==> config.mk <==
export PLATFORM = sky130hd
export DESIGN_NAME = emitter_ring_scheduler
export DESIGN_NICKNAME = d
export VERILOG_FILES = /design/src/rtl/ers_pkg.sv /design/src/rtl/ers_ram.sv /design/src/rtl/ers_cfg.sv /design/src/rtl/ers_ctrl.sv /design/src/rtl/emitter_ring_scheduler.sv
export SDC_FILE = /design/constraint.sdc
export NUM_CORES = 2
export LEC_CHECK = 0
export BUFFER_PORTS_ARGS = -buffer_cell sky130_fd_sc_hd__clkbuf_2
export CAP_MARGIN = 20
export CORE_MARGIN = 2
export CORE_UTILIZATION = 50
export CTS_BUF_LIST = sky130_fd_sc_hd__clkbuf_8 sky130_fd_sc_hd__clkbuf_16
export DETAILED_ROUTE_END_ITERATION = 10
export PLACE_DENSITY_LB_ADDON = 0.2
export REMOVE_ABC_BUFFERS = 1
export SKIP_CTS_REPAIR_TIMING = 1
export SYNTH_ARGS = -nofsm -noshare
export SYNTH_HDL_FRONTEND = slang
export SYNTH_SLANG_ARGS = --single-unit
==> constraint.sdc <==
create_clock -name clk -period 18.7 [get_ports clk]
set_input_delay 0.935 -clock clk [delete_from_list [all_inputs] [get_ports clk]]
set_output_delay 0.935 -clock clk [all_outputs]
set_load 0.02 [all_outputs]
==> src/rtl/ers_pkg.sv <==
`default_nettype none
// ----------------------------------------------------------------------------
// ers_pkg
// Shared types, field widths and codes for the emitter ring scheduler.
// ----------------------------------------------------------------------------
package ers_pkg;

  localparam int SLOTS_DEF      = 64;
  localparam int MAX_CHUNKS_DEF = 16;

  localparam int CFG_DATA_W  = 32;
  localparam int CFG_INDEX_W = 3;

  localparam int LIVE_W   = 7;
  localparam int SLOT_W   = 6;
  localparam int BIRTHS_W = 11;
  localparam int EXP_W    = 7;
  localparam int TIME_W   = 32;
  localparam int STEP_W   = 16;

  typedef enum logic [CFG_INDEX_W-1:0] {
    CFG_BURST_SIZE      = 3'd0,
    CFG_SLOTS_IN_USE    = 3'd1,
    CFG_EMIT_DELAY      = 3'd2,
    CFG_ACTIVE_DURATION = 3'd3,
    CFG_SLOT_LIFETIME   = 3'd4,
    CFG_REVERSE_ORDER   = 3'd5
  } cfg_idx_e;

  typedef struct packed {
    logic [6:0]        burst_size;
    logic [6:0]        slots_in_use;
    logic [STEP_W-1:0] emit_delay;
    logic [TIME_W-1:0] active_duration;
    logic [TIME_W-1:0] slot_lifetime;
    logic              reverse_order;
  } cfg_t;

  typedef struct packed {
    logic              mode;
    logic [STEP_W-1:0] frame_step;
  } in_item_t;

  typedef struct packed {
    logic [LIVE_W-1:0]   live_count;
    logic [SLOT_W-1:0]   head_slot;
    logic [SLOT_W-1:0]   tail_slot;
    logic [BIRTHS_W-1:0] births;
    logic [EXP_W-1:0]    expired;
    logic                chunk_limit_hit;
    logic [TIME_W-1:0]   current_time;
  } out_item_t;

  typedef enum logic [2:0] {
    ST_IDLE,
    ST_CLEAR,
    ST_BURST,
    ST_CHUNK,
    ST_POP_RD,
    ST_POP_CHK,
    ST_DONE
  } state_t;

  // unsigned add, saturating at all ones
  function automatic logic [TIME_W-1:0] sat_add(input logic [TIME_W-1:0] a,
                                                input logic [TIME_W-1:0] b);
    logic [TIME_W:0] s;
    s = {1'b0, a} + {1'b0, b};
    return s[TIME_W] ? '1 : s[TIME_W-1:0];
  endfunction

endpackage
`default_nettype wire

==> src/rtl/ers_ram.sv <==
`default_nettype none
// ----------------------------------------------------------------------------
// ers_ram
// Generic single-write, single-read RAM with registered read data.
// ----------------------------------------------------------------------------
module ers_ram #(
  parameter int WIDTH = 32,
  parameter int DEPTH = 64
) (
  input  wire                      clk,
  input  wire                      we,
  input  wire  [$clog2(DEPTH)-1:0] waddr,
  input  wire  [WIDTH-1:0]         wdata,
  input  wire                      re,
  input  wire  [$clog2(DEPTH)-1:0] raddr,
  output logic [WIDTH-1:0]         rdata
);

  logic [WIDTH-1:0] mem [DEPTH];

  always_ff @(posedge clk) begin
    if (we) begin
      mem[waddr] <= wdata;
    end
    if (re) begin
      rdata <= mem[raddr];
    end
  end

endmodule
`default_nettype wire

==> src/rtl/ers_cfg.sv <==
`default_nettype none
// ----------------------------------------------------------------------------
// ers_cfg
// Configuration register file, written by index.
// ----------------------------------------------------------------------------
module ers_cfg
  import ers_pkg::*;
(
  input  wire                    clk,
  input  wire                    rst,
  input  wire                    cfg_we,
  input  wire  [CFG_INDEX_W-1:0] cfg_index,
  input  wire  [CFG_DATA_W-1:0]  cfg_data,
  output cfg_t                   cfg
);

  always_ff @(posedge clk) begin
    if (rst) begin
      cfg.burst_size      <= 7'd1;
      cfg.slots_in_use    <= 7'd64;
      cfg.emit_delay      <= 16'd256;
      cfg.active_duration <= '0;
      cfg.slot_lifetime   <= 32'd7680;
      cfg.reverse_order   <= 1'b0;
    end else if (cfg_we) begin
      unique case (cfg_idx_e'(cfg_index))
        CFG_BURST_SIZE:      cfg.burst_size      <= cfg_data[6:0];
        CFG_SLOTS_IN_USE:    cfg.slots_in_use    <= cfg_data[6:0];
        CFG_EMIT_DELAY:      cfg.emit_delay      <= cfg_data[STEP_W-1:0];
        CFG_ACTIVE_DURATION: cfg.active_duration <= cfg_data[TIME_W-1:0];
        CFG_SLOT_LIFETIME:   cfg.slot_lifetime   <= cfg_data[TIME_W-1:0];
        CFG_REVERSE_ORDER:   cfg.reverse_order   <= cfg_data[0];
        default: ;
      endcase
    end
  end

endmodule
`default_nettype wire

==> src/rtl/ers_ctrl.sv <==
`default_nettype none
// ----------------------------------------------------------------------------
// ers_ctrl
// Sequencer for one tick: store clear on restart, chunk walk, burst writes
// into the birth-time store and expiry pops from the head.
// ----------------------------------------------------------------------------
module ers_ctrl
  import ers_pkg::*;
#(
  parameter int SLOTS      = SLOTS_DEF,
  parameter int MAX_CHUNKS = MAX_CHUNKS_DEF
) (
  input  wire        clk,
  input  wire        rst,
  input  wire cfg_t  cfg,
  input  wire        start,
  input  wire in_item_t item,
  output logic       busy,
  output logic       res_valid,
  input  wire        res_take,
  output out_item_t  res
);

  localparam int IW = $clog2(SLOTS);
  localparam int LW = $clog2(SLOTS + 1);
  localparam int CW = $clog2(MAX_CHUNKS + 1);

  state_t state, state_next;

  logic [TIME_W-1:0] emit_time, next_emit;
  logic [IW-1:0]     head, tail, clr;
  logic [LW-1:0]     live, k;
  logic [STEP_W-1:0] rem;
  logic [CW-1:0]     chunks;
  logic [BIRTHS_W-1:0] births;
  logic [EXP_W-1:0]  expired;
  logic              restart;

  logic              ram_we, ram_re;
  logic [IW-1:0]     ram_waddr;
  logic [TIME_W-1:0] ram_wdata, ram_rdata;

  logic [LW-1:0]     len, n;
  logic [STEP_W-1:0] frames, rem_new;
  logic [TIME_W-1:0] t_new;
  logic [CW-1:0]     chunks_new;
  logic              emit_cond, more_new, more_reg, burst_last, n_zero;
  logic [LW:0]       live_inc;
  logic              overflow, pop_keep, clr_last;

  function automatic logic [IW-1:0] move_idx(input logic [IW-1:0] idx,
                                             input logic [LW-1:0] ln,
                                             input logic rev);
    logic [LW:0] inc;
    inc = (LW+1)'(idx) + (LW+1)'(1);
    if (rev) begin
      return (idx == '0) ? IW'(ln - LW'(1)) : idx - IW'(1);
    end
    return (inc >= (LW+1)'(ln)) ? '0 : IW'(inc);
  endfunction

  ers_ram #(
    .WIDTH (TIME_W),
    .DEPTH (SLOTS)
  ) u_store (
    .clk   (clk),
    .we    (ram_we),
    .waddr (ram_waddr),
    .wdata (ram_wdata),
    .re    (ram_re),
    .raddr (head),
    .rdata (ram_rdata)
  );

  // shared datapath terms
  always_comb begin
    if (cfg.slots_in_use == '0) begin
      len = LW'(1);
    end else if (32'(cfg.slots_in_use) > SLOTS) begin
      len = LW'(SLOTS);
    end else begin
      len = LW'(cfg.slots_in_use);
    end
    n = (32'(cfg.burst_size) > SLOTS) ? LW'(SLOTS) : LW'(cfg.burst_size);
    n_zero = (n == '0);

    frames = (cfg.emit_delay == '0 || rem <= cfg.emit_delay) ? rem : cfg.emit_delay;
    t_new = sat_add(emit_time, TIME_W'(frames));
    emit_cond = (cfg.active_duration == '0 || t_new < cfg.active_duration)
                && (t_new >= next_emit);
    rem_new = rem - frames;
    chunks_new = chunks + CW'(1);
    more_new = (rem_new != '0) && (chunks_new < CW'(MAX_CHUNKS));
    more_reg = (rem != '0) && (chunks < CW'(MAX_CHUNKS));

    burst_last = ((LW+1)'(k) + (LW+1)'(1)) == (LW+1)'(n);
    live_inc = (LW+1)'(live) + (LW+1)'(1);
    overflow = live_inc > (LW+1)'(len);
    pop_keep = ({1'b0, ram_rdata} + {1'b0, cfg.slot_lifetime}) > {1'b0, emit_time};
    clr_last = (clr == IW'(SLOTS - 1));
  end

  // next state
  always_comb begin
    state_next = state;
    unique case (state)
      ST_IDLE:    if (start) state_next = item.mode ? ST_CLEAR : ST_CHUNK;
      ST_CLEAR:   if (clr_last) state_next = n_zero ? ST_CHUNK : ST_BURST;
      ST_BURST: begin
        if (burst_last) begin
          state_next = (restart || more_reg) ? ST_CHUNK : ST_POP_RD;
        end
      end
      ST_CHUNK: begin
        if (emit_cond && !n_zero) begin
          state_next = ST_BURST;
        end else begin
          state_next = more_new ? ST_CHUNK : ST_POP_RD;
        end
      end
      ST_POP_RD:  state_next = (live == '0) ? ST_DONE : ST_POP_CHK;
      ST_POP_CHK: state_next = pop_keep ? ST_DONE : ST_POP_RD;
      ST_DONE:    if (res_take) state_next = ST_IDLE;
      default:    state_next = ST_IDLE;
    endcase
  end

  // outputs
  always_comb begin
    busy      = (state != ST_IDLE);
    res_valid = (state == ST_DONE);
    ram_we    = (state == ST_CLEAR) || (state == ST_BURST);
    ram_waddr = (state == ST_CLEAR) ? clr : tail;
    ram_wdata = (state == ST_CLEAR) ? '0 : next_emit;
    ram_re    = (state == ST_POP_RD);

    res.live_count      = LIVE_W'(live);
    res.head_slot       = SLOT_W'(head);
    res.tail_slot       = SLOT_W'(tail);
    res.births          = births;
    res.expired         = expired;
    res.chunk_limit_hit = (rem != '0);
    res.current_time    = emit_time;
  end

  always_ff @(posedge clk) begin
    if (rst) begin
      state     <= ST_IDLE;
      emit_time <= '0;
      next_emit <= '0;
      head      <= '0;
      tail      <= '0;
      live      <= '0;
      clr       <= '0;
      k         <= '0;
      rem       <= '0;
      chunks    <= '0;
      births    <= '0;
      expired   <= '0;
      restart   <= 1'b0;
    end else begin
      state <= state_next;
      unique case (state)
        ST_IDLE: begin
          if (start) begin
            rem     <= item.frame_step;
            chunks  <= '0;
            births  <= '0;
            expired <= '0;
            k       <= '0;
            clr     <= '0;
            restart <= item.mode;
            if (item.mode) begin
              emit_time <= '0;
              next_emit <= '0;
              head      <= '0;
              tail      <= '0;
              live      <= '0;
            end
          end
        end
        ST_CLEAR: begin
          clr <= clr + IW'(1);
          if (clr_last && n_zero) begin
            next_emit <= TIME_W'(cfg.emit_delay);
            restart   <= 1'b0;
          end
        end
        ST_BURST: begin
          // one slot a cycle; a full ring drops its oldest slot
          tail   <= move_idx(tail, len, cfg.reverse_order);
          births <= births + BIRTHS_W'(1);
          if (overflow) begin
            head <= move_idx(head, len, cfg.reverse_order);
          end else begin
            live <= LW'(live_inc);
          end
          if (burst_last) begin
            k       <= '0;
            restart <= 1'b0;
            next_emit <= restart ? TIME_W'(cfg.emit_delay)
                                 : sat_add(next_emit, TIME_W'(cfg.emit_delay));
          end else begin
            k <= k + LW'(1);
          end
        end
        ST_CHUNK: begin
          emit_time <= t_new;
          rem       <= rem_new;
          chunks    <= chunks_new;
          if (emit_cond && n_zero) begin
            next_emit <= sat_add(next_emit, TIME_W'(cfg.emit_delay));
          end
        end
        ST_POP_CHK: begin
          if (!pop_keep) begin
            head    <= move_idx(head, len, cfg.reverse_order);
            live    <= live - LW'(1);
            expired <= expired + EXP_W'(1);
          end
        end
        default: ;
      endcase
    end
  end

endmodule
`default_nettype wire

==> src/rtl/emitter_ring_scheduler.sv <==
`default_nettype none
// Sequence: a restart clears the birth-time store and writes a first burst; the
//   chunk walk follows, with burst writes where an emission falls due, then head pops.
// Throughput: one item at a time; store clearing and burst writes use the write port
//   of the birth-time store, and head pops use its read port.
// Reset: synchronous, active high; clears time, ring pointers, live count and
//   configuration to defaults; the birth-time store is not cleared by reset.
// ----------------------------------------------------------------------------
// emitter_ring_scheduler
// Slot ring scheduler for one emitter, with output register.
// ----------------------------------------------------------------------------
module emitter_ring_scheduler
  import ers_pkg::*;
#(
  parameter int SLOTS      = SLOTS_DEF,
  parameter int MAX_CHUNKS = MAX_CHUNKS_DEF
) (
  input  wire                    clk,
  input  wire                    rst,
  input  wire                    in_valid,
  output logic                   in_stall,
  input  wire in_item_t          in_data,
  output logic                   out_valid,
  input  wire                    out_stall,
  output out_item_t              out_data,
  input  wire                    cfg_we,
  input  wire  [CFG_INDEX_W-1:0] cfg_index,
  input  wire  [CFG_DATA_W-1:0]  cfg_data
);

  cfg_t      cfg;
  logic      busy, res_valid, take, accept;
  out_item_t res;

  ers_cfg u_cfg (
    .clk       (clk),
    .rst       (rst),
    .cfg_we    (cfg_we),
    .cfg_index (cfg_index),
    .cfg_data  (cfg_data),
    .cfg       (cfg)
  );

  ers_ctrl #(
    .SLOTS      (SLOTS),
    .MAX_CHUNKS (MAX_CHUNKS)
  ) u_ctrl (
    .clk       (clk),
    .rst       (rst),
    .cfg       (cfg),
    .start     (accept),
    .item      (in_data),
    .busy      (busy),
    .res_valid (res_valid),
    .res_take  (take),
    .res       (res)
  );

  assign in_stall = busy;
  assign accept   = in_valid && !busy;
  // result moves to the output register once it is empty or its transfer completes
  assign take     = res_valid && (!out_valid || !out_stall);

  always_ff @(posedge clk) begin
    if (rst) begin
      out_valid <= 1'b0;
    end else if (take) begin
      out_valid <= 1'b1;
    end else if (!out_stall) begin
      out_valid <= 1'b0;
    end
  end

  always_ff @(posedge clk) begin
    if (take) begin
      out_data <= res;
    end
  end

`ifndef ASSERT_OFF
  a_accept_busy: assert property (@(posedge clk) disable iff (rst)
    accept |=> in_stall)
    else $error("accepted item did not hold off the input");

  a_take_loads: assert property (@(posedge clk) disable iff (rst)
    take |=> out_valid)
    else $error("taken result not presented");

  a_res_held: assert property (@(posedge clk) disable iff (rst)
    (res_valid && !take) |=> res_valid)
    else $error("finished result dropped before transfer");

  a_live_bound: assert property (@(posedge clk) disable iff (rst)
    out_valid |-> (out_data.live_count <= SLOTS))
    else $error("live count beyond ring size");
`endif

endmodule
`default_nettype wire

## Yosys cells after proc, flatten, opt, wreduce, memory -nomap -nowiden

Memories as Yosys holds them, arrays and structs flattened. A register that Yosys moved wholly into a read port is not among the register bits.
Cells that the tools add are included.

- Output and inout bits: 72
- Memories kept: 1
- Bits in writable memories: 2048
- Bits of input ports: 57
- Register bits after elaboration: 305
- Word-level logic and storage cells: 211

Memory list:

| memory | words | bits a word | rd ports | clocked after Yosys merged registers in | wr ports | line | text |
|---|---|---|---|---|---|---|---|
| u_ctrl.u_store.mem | 64 | 32 | 1 | 1 | 1 | ers_ram.sv:19 | `logic [WIDTH-1:0] mem [DEPTH];` |

- $add $sub $neg: 17
- Eq/ne operators: 24
- Muxes and demuxes: 78
- Reductions and logical operators: 53
- Order comparisons: 11

Operator list:

| cell | count |
|---|---|
| $mux W32 | 9 |
| $pmux W32 S4 | 1 |
| $mux W6 | 15 |
| $mux W7 | 10 |
| $add A32 B16 Y33 | 2 |
| $pmux W32 S2 | 1 |
| $add A32 B32 Y33 | 1 |
| $gt A33 B32 Y1 | 1 |
| $ge A32 B32 Y1 | 1 |
| $logic_not A32 Y1 | 1 |
| $lt A32 B32 Y1 | 1 |
| $mux W16 | 2 |
| $pmux W16 S2 | 1 |
| $reduce_bool A16 Y1 | 2 |
| $pmux W7 S2 | 2 |
| $pmux W6 S2 | 2 |
| $pmux W11 S2 | 1 |
| $logic_not A7 Y1 | 3 |
| $mux W3 | 7 |
| $pmux W3 S7 | 1 |
| $pmux W7 S3 | 1 |
| $pmux W6 S3 | 1 |
| $reduce_and A2 Y1 | 9 |
| $sub A6 B1 Y6 const B | 3 |
| other kinds (39) | 105 |

## Longest topological paths before layout

- Word-level depth: 11
- Gate-level depth with buffers: 33
- Gate-level depth less buffers: 31

## Modules after synthesis

A second synthesis with hierarchy kept.

- Cells, all modules: 5871
- Area total of the unflattened synthesis: 100315.0 sq um

Modules (own cells, without submodules):

| module | area each (sq um) | times used | cells an instance | seq. area each (sq um) |
|---|---|---|---|---|
| ers_ram | 78830.6 | 1 | 3323 | 62459.9 |
| ers_ctrl | 15488.6 | 1 | 2117 | 2782.7 |
| ers_cfg | 3851.2 | 1 | 356 | 1901.8 |
| emitter_ring_scheduler | 2144.6 | 1 | 75 | 2122.0 |

## Worst setup path after synthesis

No wires, ideal clock.

- Kind: register -> register
- Start point: reg u_cfg.cfg[76] (netlist name)
- End point: reg u_ctrl.next_emit[24]
- Arrival time: 7.172 ns
- Setup slack: 11.433 ns
- Path buffers: 4
- Setup time: 0.095 ns
- Period minus slack after synthesis: 7.267 ns
- Required time: 18.605 ns
- Cell stages (with the launch flop): 32
- Cell sequence: dfxtp_1 > inv_1 > ha_1 > nand4_1 > nor2_1 > o2111a_1 > o31ai_1 > a31oi_1 > clkbuf_1 > o21ai_0 > ha_1 > inv_1 > fa_1 > nor2b_1 > o31a_1 > o31a_1 > o21ai_0 > a21oi_1 > o21bai_1 > clkbuf_1 > clkbuf_1 > nand2_1 > ha_1 > or4_1 > a21oi_1 > o21ai_0 > a41o_1 > nor4_1 > o31a_1 > nor2_2 > buf_4 > a221oi_1

- Word-level cells in the longest chain between the ends: 11
- Elaborated cells between the ends (all ways): 19
- Those cells by class: add/sub (2); order compare (3); eq/ne (1); mux (7); reduce/logical (6)

RTL lines:

| element | line | text |
|---|---|---|
| $le A16 B16 Y1 / $logic_not A16 Y1 (equally long branches) | ers_ctrl.sv:87 | `frames = (cfg.emit_delay == '0 \|\| rem <= cfg.emit_delay) ? rem : cfg.emit_delay;` |
| $logic_or A1 B1 Y1 | ers_ctrl.sv:87 |  |
| $mux W16 | ers_ctrl.sv:87 |  |
| $add A32 B16 Y33 | ers_pkg.sv:68 | `s = {1'b0, a} + {1'b0, b};` |
| $mux W32 | ers_pkg.sv:69 | `return s[TIME_W] ? '1 : s[TIME_W-1:0];` |
| $lt A32 B32 Y1 | ers_ctrl.sv:89 | `emit_cond = (cfg.active_duration == '0 \|\| t_new < cfg.active_duration)` |
| $logic_or A1 B1 Y1 | ers_ctrl.sv:89 |  |
| $logic_and A1 B1 Y1 | ers_ctrl.sv:90 | `&& (t_new >= next_emit);` |
| $logic_and A1 B1 Y1 | ers_ctrl.sv:211 | `if (emit_cond && n_zero) begin` |
| $ne A2 B1 Y1 (no line) | -- |  |
| $reduce_and A6 Y1 (no line) | -- |  |
| to (signal assigned) | ers_ctrl.sv:185 | `next_emit <= TIME_W'(cfg.emit_delay);` |
| to (signal assigned) | ers_ctrl.sv:201 | `next_emit <= restart ? TIME_W'(cfg.emit_delay)` |
| to (signal assigned) | ers_ctrl.sv:212 | `next_emit <= sat_add(next_emit, TIME_W'(cfg.emit_delay));` |
| to (decl) | ers_ctrl.sv:30 | `logic [TIME_W-1:0] emit_time, next_emit;` |

Several ways; a longest one is shown, not always the timed one. The select of a mux whose other input is x is not followed.
A chain may end at the register's enable or synchronous reset.

## Worst setup path in the final report

- Start point: reg u_cfg.cfg[80] (netlist name)
- End point: reg u_ctrl.next_emit[16]

- Word-level cells in the longest chain between the ends: 11
- Elaborated cells between the ends (all ways): 19
- Those cells by class: add/sub (2); order compare (3); eq/ne (1); mux (7); reduce/logical (6)

RTL lines:

| element | line |
|---|---|
| $le A16 B16 Y1 / $logic_not A16 Y1 (equally long branches) | ers_ctrl.sv:87 |
| $logic_or A1 B1 Y1 | ers_ctrl.sv:87 |
| $mux W16 | ers_ctrl.sv:87 |
| $add A32 B16 Y33 | ers_pkg.sv:68 |
| $mux W32 | ers_pkg.sv:69 |
| $lt A32 B32 Y1 | ers_ctrl.sv:89 |
| $logic_or A1 B1 Y1 | ers_ctrl.sv:89 |
| $logic_and A1 B1 Y1 | ers_ctrl.sv:90 |
| $logic_and A1 B1 Y1 | ers_ctrl.sv:211 |
| $ne A2 B1 Y1 (no line) | -- |
| $reduce_and A6 Y1 (no line) | -- |

Several ways; a longest one is shown, not always the timed one. The select of a mux whose other input is x is not followed.

==> reports/metrics.yaml <==
synth_area_mm2: 0.0997
holdPathStages: 3
globalRouteOverflowTotal: 0
critPathTopFamily: "compound AO/OA/AOI/OAI gates"
path_depth: 30
clock.fmax_ghz: 0.113
ys.flop_type: "edfxtp_1"
post-route-period-util: 0.475
worst_slew_pin_slew_ps: 1070
grt_pass1_wl_um: 372000
synthArstFlopShare: 0
drive_gt1_frac: 0.237
setup_viol: 0
layout_commonest_cell: "edfxtp_1"
cts_sinks: 2385
rsz0062_at_grt: "no"
cts_buffers: 234
ant_nets: 0
antenna_found_initial: 10
drc: 0
gr-usage-all-layers: 0.250
place_congestion: 0.948
die_w_um: 451
whs_ps: 331
drt-pass1-iter-count: 7
io_pins: 129
maxSlewHeadroom: 0.286
power.leakage_nw: 36.7
cp.required_ps: 19400
start_util: 0.504
synthCells: 5653
synthTopCellsByArea: "edfxtp_1 (65%), mux4_2 (15%), dfxtp_1 (4.7%), ha_1 (2.8%), a21oi_1 (1.4%)"
clock_path_buffers: 3
maxCapViolations: 0
critPathKind: "reg -> reg"
drv_slew: 0
portBuffers: 128
min_period_ps: 8880
clock_latency_ps: 880
crit_buf_inv: 3
crit_path_start_kind: "flop"
drtIter0Drc: 6283
finalHoldViolCount: 0
yosysTopAreaCellShare: 0.647
p_total_mw: 11.9
root_buffer: "clkbuf_16"
final_cell_mix: "edfxtp_1 (2150), mux4_2 (672), nand2_1 (380), a21oi_1 (287), clkbuf_16 (237)"
ys_types: 83
hold_class: "in -> reg"
critPathSlowestCell: "nor2_2"
syn_area_per_cell_um2: 17.6
cp-end-kind: "flop"
reg2reg_depth: 30
core-area_mm2: 0.198
synth_edf_count: 2150
clock_skew_ps: 26.0
worstHoldStart: "in_data[6]"
finalNetCount: 6182
synth-seq-cells: 2385
grt_max_degree: 144
crit_top_cell: "a31oi_1"
status: "completed"
dp.final_hpwl_um: 158000
cp_max_fo: 18
area_growth_pct: 12.7
peakVddDrop_uv: 106
crit_start: "u_cfg.cfg[80]"
first_global_vias: 53800
ctsHtreeMaxLevel: 4
dieArea_mm2: 0.203
wl_per_cell_um: 29.1
powerDensity_mw_per_mm2: 106
path_clk_slew_ps: 70
yosysSeqAreaShare: 0.695
crit_path_max_incr_delay_ps: 800
num_rows: 163
synth_warnings: 0
yosysTopAreaCell: "edfxtp_1"
cp.arrival_ps: 9580
r2r-start: "u_cfg.cfg[80]"
vias: 54300
route.final.wire_length_um: 254000
via_per_inst: 6.22
die_h_um: 451
tritoncts: "yes"
==> cell usage after synthesis, types with 26 or more instances <==
cell	n
a211oi_1	42
a21o_1	42
a21oi_1	288
a31oi_1	29
and3_1	26
buf_1	64
clkbuf_1	199
dfxtp_1	235
edfxtp_1	2150
ha_1	225
inv_1	166
mux4_2	672
nand2_1	380
nand3_1	92
nand4_1	47
nor2_1	277
nor3_1	41
nor4_1	26
o211ai_1	34
o21ai_0	139
xnor2_1	62
xor2_1	37
==> metal layers <==
metal  GRT usage  wire [um]  up-vias
met5           0         26        -
met3      0.0405      17700      370
met1       0.362     108000    28500
li1            -          -    23400
met4      0.0701       6490        4
met2       0.398     122000     2109
==> registers in the layout (all words and copies together) (netlist names), 3 cells and up <==
name,count
u_ctrl.clr,6
u_ctrl.expired,7
u_ctrl.u_store.rdata,32
u_ctrl.head,6
u_ctrl.u_store.mem,2048
u_ctrl.rem,16
out_data,70
u_ctrl.state,3
u_ctrl.emit_time,32
u_ctrl.tail,6
u_ctrl.next_emit,32
u_ctrl.births,11
u_ctrl.chunks,5
u_ctrl.live,7
u_ctrl.k,7
u_cfg.cfg,95
==> cell families (layout without fill, tap and decap cells) <==
group	count (synthesis)	in the layout	synth area share
flip-flops	2385	2385	0.695
AND/OR/NAND/NOR	1008	1008	0.0456
AO/OA/AOI/OAI	792	792	0.0506
multiplexers	700	700	0.155
buffers and inverters	440	882	0.0168
adder cells (fa/ha/maj)	229	229	0.0290
XOR/XNOR	99	99	0.00869
other	0	2	0
==> worst paths after layout <==
path / end / slack (ps)
hold / removal: u_ctrl.rem[6] / 330
setup / recovery: u_ctrl.next_emit[16] / 9820
setup reg to reg: u_ctrl.next_emit[16] / 9820
hold reg to reg: u_cfg.cfg[17] / 460
==> area by class of cell <==
class / instances / area [um2]
diodes: 2 / 5.00
clock buffers: 251 / 6120
clock inverters: 184 / 1460
fillers: 14900 / 85500
inverters: 167 / 627
multi-input cells: 2828 / 29600
flip-flops and latches: 2385 / 69300
well taps: 2640 / 3300
repair buffers: 280 / 2010
==> where the power goes <==
part / leakage [nW] / internal [mW] / total (mW) / switching, mW
combinational: 10.4 / 0.491 / 1.33 / 0.835
clock: 3.94 / 2.62 / 4.61 / 1.99
sequential: 22.4 / 5.88 / 5.93 / 0.0480
total: 36.7 / 9.00 / 11.9 / 2.87
==> worst min-delay path, stage by stage <==
cell	delay, ps
clkbuf_2	80
a221oi_1	70
nor2_1	70
==> per-stage QoR <==
stage          std cells  instance area, um2  TNS, ps  setup slack [ps]   util
6_report            8737              112000        0              9820  0.568
5_1_grt             8736              112000        0              9090  0.568
4_1_cts             8726              112000        0              9790  0.567
3_5_place_dp        8291              105000        0              9820  0.529
3_3_place_gp        8285              105000        0              9810  0.528
2_1_floorplan       5380               98700  -164500             -5340      -
Power figures use the tool's default switching activity.
